[src/rtl/core/tme_pkg.sv]
// Package for the transform matrix engine: widths, mode codes, cosine table.
// No dependencies.
package tme_pkg;
  localparam int DataWidth = 16;
  localparam int FracBits  = 8;
  localparam int FieldWidth = 16;

  typedef logic signed [DataWidth-1:0] data_t;
  typedef logic signed [FieldWidth-1:0] field_t;

  typedef enum logic [3:0] {
    MODE_IDENT  = 4'd0,
    MODE_ROT_X  = 4'd1,
    MODE_ROT_Y  = 4'd2,
    MODE_ROT_Z  = 4'd3,
    MODE_PRE_T  = 4'd4,
    MODE_POST_T = 4'd5,
    MODE_XFORM  = 4'd6,
    MODE_WR_ROW = 4'd7,
    MODE_RD_ROW = 4'd8
  } mode_e;

  // Controller to datapath commands.
  typedef struct packed {
    logic       load;     // capture input word
    logic       trig;     // compute sin and cos
    logic       col_en;   // process one column / row step
    logic [1:0] step;     // column or row index
    logic       finish;   // write result register
  } tme_cmd_t;

  function automatic logic [31:0] cos_const(input logic [2:0] k);
    case (k)
      3'd1: cos_const = 32'd4212440704;
      3'd2: cos_const = 32'd3968032378;
      3'd3: cos_const = 32'd3571134792;
      3'd4: cos_const = 32'd3037000500;
      3'd5: cos_const = 32'd2386155981;
      3'd6: cos_const = 32'd1643612827;
      3'd7: cos_const = 32'd837906553;
      default: cos_const = 32'd0;
    endcase
  endfunction

  // Table entry i (0..8) in fixed point.
  function automatic data_t cos_tbl(input logic [3:0] i);
    logic [31:0] c;
    c = cos_const(i[2:0]);
    if (i == 4'd0) cos_tbl = data_t'(1 << FracBits);
    else if (i >= 4'd8) cos_tbl = '0;
    else cos_tbl = data_t'(c >> (32 - FracBits));
  endfunction

  // Fixed-point product: arithmetic shift, wrap.
  function automatic data_t fmul(input data_t a, input data_t b);
    logic signed [2*DataWidth-1:0] p;
    p = a * b;
    fmul = data_t'(p >>> FracBits);
  endfunction
endpackage

[src/rtl/core/tme_ctrl.sv]
// Sequencer for the transform matrix engine.
// Depends on tme_pkg.
module tme_ctrl (
  input  logic              clk_i,
  input  logic              rst_ni,
  input  logic              in_valid_i,
  output logic              in_stall_o,
  input  logic              out_valid_i,
  input  logic              out_stall_i,
  output tme_pkg::tme_cmd_t cmd_o
);
  import tme_pkg::*;

  typedef enum logic [3:0] {
    ST_IDLE = 4'b0001,
    ST_TRIG = 4'b0010,
    ST_COL  = 4'b0100,
    ST_DONE = 4'b1000
  } state_e;

  state_e     state_q, state_d;
  logic [1:0] step_q, step_d;
  logic       out_free;

  assign out_free   = !out_valid_i || !out_stall_i;
  assign in_stall_o = (state_q != ST_IDLE);

  always_comb begin
    state_d = state_q;
    step_d  = step_q;
    cmd_o   = '0;
    cmd_o.step = step_q;
    case (state_q)
      ST_IDLE: begin
        if (in_valid_i) begin
          cmd_o.load = 1'b1;
          state_d    = ST_TRIG;
        end
      end
      ST_TRIG: begin
        cmd_o.trig = 1'b1;
        step_d     = 2'd0;
        state_d    = ST_COL;
      end
      ST_COL: begin
        cmd_o.col_en = 1'b1;
        step_d       = step_q + 2'd1;
        if (step_q == 2'd3) state_d = ST_DONE;
      end
      ST_DONE: begin
        if (out_free) begin
          cmd_o.finish = 1'b1;
          state_d      = ST_IDLE;
        end
      end
      default: state_d = ST_IDLE;
    endcase
  end

  always_ff @(posedge clk_i or negedge rst_ni) begin
    if (!rst_ni) begin
      state_q <= ST_IDLE;
      step_q  <= '0;
    end else begin
      state_q <= state_d;
      step_q  <= step_d;
    end
  end

  a_onehot: assert property (@(posedge clk_i) disable iff (!rst_ni) $onehot(state_q))
    else $error("state not one-hot");
  a_load_idle: assert property (@(posedge clk_i) disable iff (!rst_ni)
    cmd_o.load |=> state_q == ST_TRIG) else $error("load out of sequence");
  a_fin: assert property (@(posedge clk_i) disable iff (!rst_ni)
    cmd_o.finish |=> state_q == ST_IDLE) else $error("finish out of sequence");
endmodule

[config.mk]
export PLATFORM = sky130hd
export DESIGN_NAME = tme_ctrl
export DESIGN_NICKNAME = d
export VERILOG_FILES = /design/src/rtl/core/tme_pkg.sv /design/src/rtl/core/tme_ctrl.sv
export SDC_FILE = /design/constraint.sdc
export NUM_CORES = 1
export LEC_CHECK = 0
export BUFFER_PORTS_ARGS = -buffer_cell sky130_fd_sc_hd__buf_2
export CORE_AREA = 2 2 39 41
export CTS_BUF_LIST = sky130_fd_sc_hd__clkbuf_4 sky130_fd_sc_hd__clkbuf_8 sky130_fd_sc_hd__clkbuf_16
export DETAILED_ROUTE_END_ITERATION = 10
export DIE_AREA = 0 0 41 43
export GPL_TIMING_DRIVEN = 0
export HOLD_SLACK_MARGIN = 0.1
export PLACE_DENSITY = 0.54
export SYNTH_ARGS = -nofsm -noshare
export SYNTH_HDL_FRONTEND = slang
export SYNTH_SLANG_ARGS = --single-unit
[constraint.sdc]
create_clock -name clk_i -period 1.7 [get_ports clk_i]
set_input_delay 0.425 -clock clk_i [delete_from_list [all_inputs] [get_ports clk_i]]
set_output_delay 0.425 -clock clk_i [all_outputs]
set_load 0.01 [all_outputs]
==> reports/qor.csv <==
stage,metric,value,unit
synthesis,yosysTopAreaCellShare,0.313,
run_status,status,finished with violations,
power,ir_drop,1.01,mV
worst_setup_path,worst_path_max_delay_cell,dfrtp_1,
clock_tree,cts_made_buffers,3,
synthesis,syn_area,400,µm²
synthesis,yosys_warnings,0,
sta,worstMarginPinSlew,0.246,ns
die,io-pin-count,12,
global_routing,grt_pass1_vias,322,
synthesis,synth_nets,46,
global_routing,grt_max_degree,11,
synthesis,netlist_instances,40,
die,initial_core_util,0.289,
worst_setup_path,path_class,reg2out,
clock_tree,cts.path.max_buffers,2,
global_routing,grt_usage,0.122,
detailed_routing,via_count,404,
sta,hold_viol_final,0,
clock_tree,cts_num_sinks,6,
die,rows,14,
finish,drive_above_1_share,0.591,
sta,setup_viol,1,
die,die_w,41,µm
sta,rsz0062_at_grt,true,
finish,fin_area,643,µm²
worst_setup_path,crit_top_cell,buf_6,
global_routing,antenna_found_initial,0,
power,p_per_area,1500,nW/µm²
worst_setup_path,timing.critical_path.cells,buf_6 -> nor4b_4 -> and2_4 -> buf_6,
worst_setup_path,cp_slowest_stage_delay,0.36,ns
clock_tree,cts_tree,built,
worst_setup_path,end_kind,output port,
global_routing,overflow,0,
die,die_height,43,µm
die,dieArea,1760,µm²
power,p_int,614,µW
sta,finalCriticalPeriod,1.74,ns
run_status,violations,setup timing,
finish,n_antenna_cell,0,
finish,num-fill-cells,143,
place,postPlaceCellArea,475,µm²
place,gp_congestion,0.707,
sta,finalClockSkew,0.00795,ns
power,p_sw_frac,0.363,
sta,fmax,574,MHz
power,p_leak,0.000315,µW
place,dp_hpwl,598,µm
clock_tree,cts-htree-levels,1,
detailed_routing,drt_first_iter_violations,9,
detailed_routing,via_per_inst,4.93,
place,port_buffers,11,
power,p_sw,350,µW
power,p_clk_frac,0.167,
worst_setup_path,critPathLaunchType,flip-flop,
clock_tree,path_clk_slew,0.05,ns
worst_setup_path,crit_arrival,1.32,ns
synthesis,synth_top_area_cell,dfrtp_1,
synthesis,synth.yosys.seq_area_share,0.378,
finish,final_nets,73,
finish,area_growth,60.6,%
power,pwr-share-comb,0.589,
detailed_routing,drc,0,
synthesis,avgSynthCellArea,10.0,µm²
clock_tree,clockRootBuffer,clkbuf_4,
sta,slew_violations,0,
detailed_routing,ant_nets,0,
detailed_routing,wl_per_cell,12.0,µm
worst_hold_path,hp-class,in2reg,
worst_setup_path,crit_required,1.27,ns
worst_setup_path,r2r_slack,0.36,ns
run,max_cap_viol_count,0,
worst_setup_path,cp_max_fo,7,
synthesis,ys_seq_elements,6,
place,dp_slack,-0.0715,ns
sta,finalCritPeriodShare,1.02,
sta,timing.final.ws_setup,-0.0421,ns
sta,relSlewSlack,0.834,
global_routing,grt_pass1_wl,1.41,mm
detailed_routing,finalWirelength,986,µm
synthesis,yosys.cell_types.count,22,
die,design.core.area,1380,µm²
detailed_routing,dr.pass1.iters,4,
synthesis,synthTopCellsByArea,"dfrtp_1 (31%), buf_6 (11%), dfstp_2 (6.6%)",
clock_tree,clock_latency,0.25,ns
power,seq_power_share,0.244,
==> per-stage QoR <==
stage	total power [µW]	hold WS [ns]	util	TNS, ns	std cells
4_1_cts	918	0.398	0.418	-0.118	75
5_1_grt	1040	0.408	0.465	-0.241	82
3_3_place_gp	629	0.260	0.344	-0.0638	67
3_5_place_dp	636	0.261	0.344	-0.0715	67
6_report	963	0.411	0.465	-0.0421	82
2_1_floorplan	527	0.129	-	0	40
==> synth_stat cells <==
master / instances
and2_1: 1
a21oi_1: 4
a211o_2: 1
a31oi_2: 1
o21ai_0: 3
nor2b_2: 1
buf_6: 4
inv_1: 3
and2_2: 1
or3_1: 1
nor4b_1: 3
ha_1: 1
dfrtp_1: 5
and3_1: 1
nor4_1: 1
nor3b_1: 1
and4b_1: 1
a211oi_1: 1
nand2_1: 2
nor3_1: 2
and4bb_2: 1
dfstp_2: 1
==> cell type report <==
type	count	area (µm²)	share of cell area
repair buffers	23	161	0.251
flip-flops and latches	6	151	0.235
multi-input cells	27	235	0.366
inverters	3	11.3	0.0175
plain buffers	3	33.8	0.0525
clock buffers	4	30.0	0.0467
well taps	16	20.0	0.0311
==> critical path: cells and delay by family (launching register included) <==
family	cells	cell delay (ns)
and+or+nand+nor	2	0.48
DFF	1	0.36
buffers and inverters	2	0.22
==> layer usage <==
layer / up-vias / share of wire / routed length [µm] / global-route usage
met5: - / 0 / 0 / 0
met4: 0 / 0 / 0 / 0.0400
met3: 0 / 0.060 / 59 / 0.0628
met2: 11 / 0.50 / 492 / 0.197
met1: 195 / 0.44 / 434 / 0.130
li1: 198 / - / - / -
==> worst paths after layout <==
check,start,cells after the start,end
worst max-delay path,state_q[2],4,cmd_o[5]
worst min-delay path,in_valid_i,2,state_q[1]
worst max register to register,state_q[0],5,step_q[1]
worst min register to register,step_q[1],2,step_q[1]
max in group asynchronous,rst_ni,2,state_q[0]
min in group asynchronous,rst_ni,2,state_q[1]
==> flip-flops by register name (all words and copies together), names as in the netlist <==
signal	flops
state_q	4
step_q	2
==> cells in the final DEF, fill, tap and decap left out <==
| cell type | n |
|---|---|
| buf_2 | 10 |
| buf_4 | 9 |
| buf_6 | 6 |
| dfrtp_1 | 5 |
| a21oi_1 | 4 |
| clkbuf_4 | 4 |
| inv_1 | 3 |
| o21ai_0 | 3 |
| nand2_1 | 2 |
| nor3_1 | 2 |
| nor4b_4 | 1 |
| nor4_4 | 1 |
| nor4b_2 | 1 |
| and2_4 | 1 |
| a211oi_2 | 1 |
| and3_1 | 1 |
| and4bb_2 | 1 |
| a211o_2 | 1 |
| nor3b_1 | 1 |
| nor4b_1 | 1 |
| nor2b_2 | 1 |
| and4b_1 | 1 |
| and2_1 | 1 |
| or3_1 | 1 |
| a31oi_2 | 1 |
| ha_1 | 1 |
| dlygate4sd3_1 | 1 |
| dfstp_2 | 1 |
==> power by group through the flow <==
| stage | sequential, µW | combinational [µW] | clock (µW) |
|---|---|---|---|
| after global routing | 241 | 619 | 179 |
| after floorplan | 233 | 294 | 0 |
| after CTS | 232 | 516 | 169 |
| after global placement | 229 | 400 | 0 |
| final | 235 | 567 | 161 |
| after detailed placement | 229 | 407 | 0 |
==> timing repair <==
action | in CTS | in global routing
resized for setup | 7 | 3
buffers inserted | 3 | 8
hold buffers | 1 | 0
endpoints found under the setup margin | 2 | 5
hold endpoints to repair | 5 | 0
pin swaps | 2 | 3
==> cells by family (layout without fill, tap and decap cells) <==
family          Yosys count  in the layout  share of synthesized area
compound gates           10             10                      0.162
fa+ha+maj                 1              1                     0.0312
buf+inv                   7             33                      0.141
flops                     6              6                      0.378
simple gates             16             16                      0.288
(Power assumes the default switching activity.)
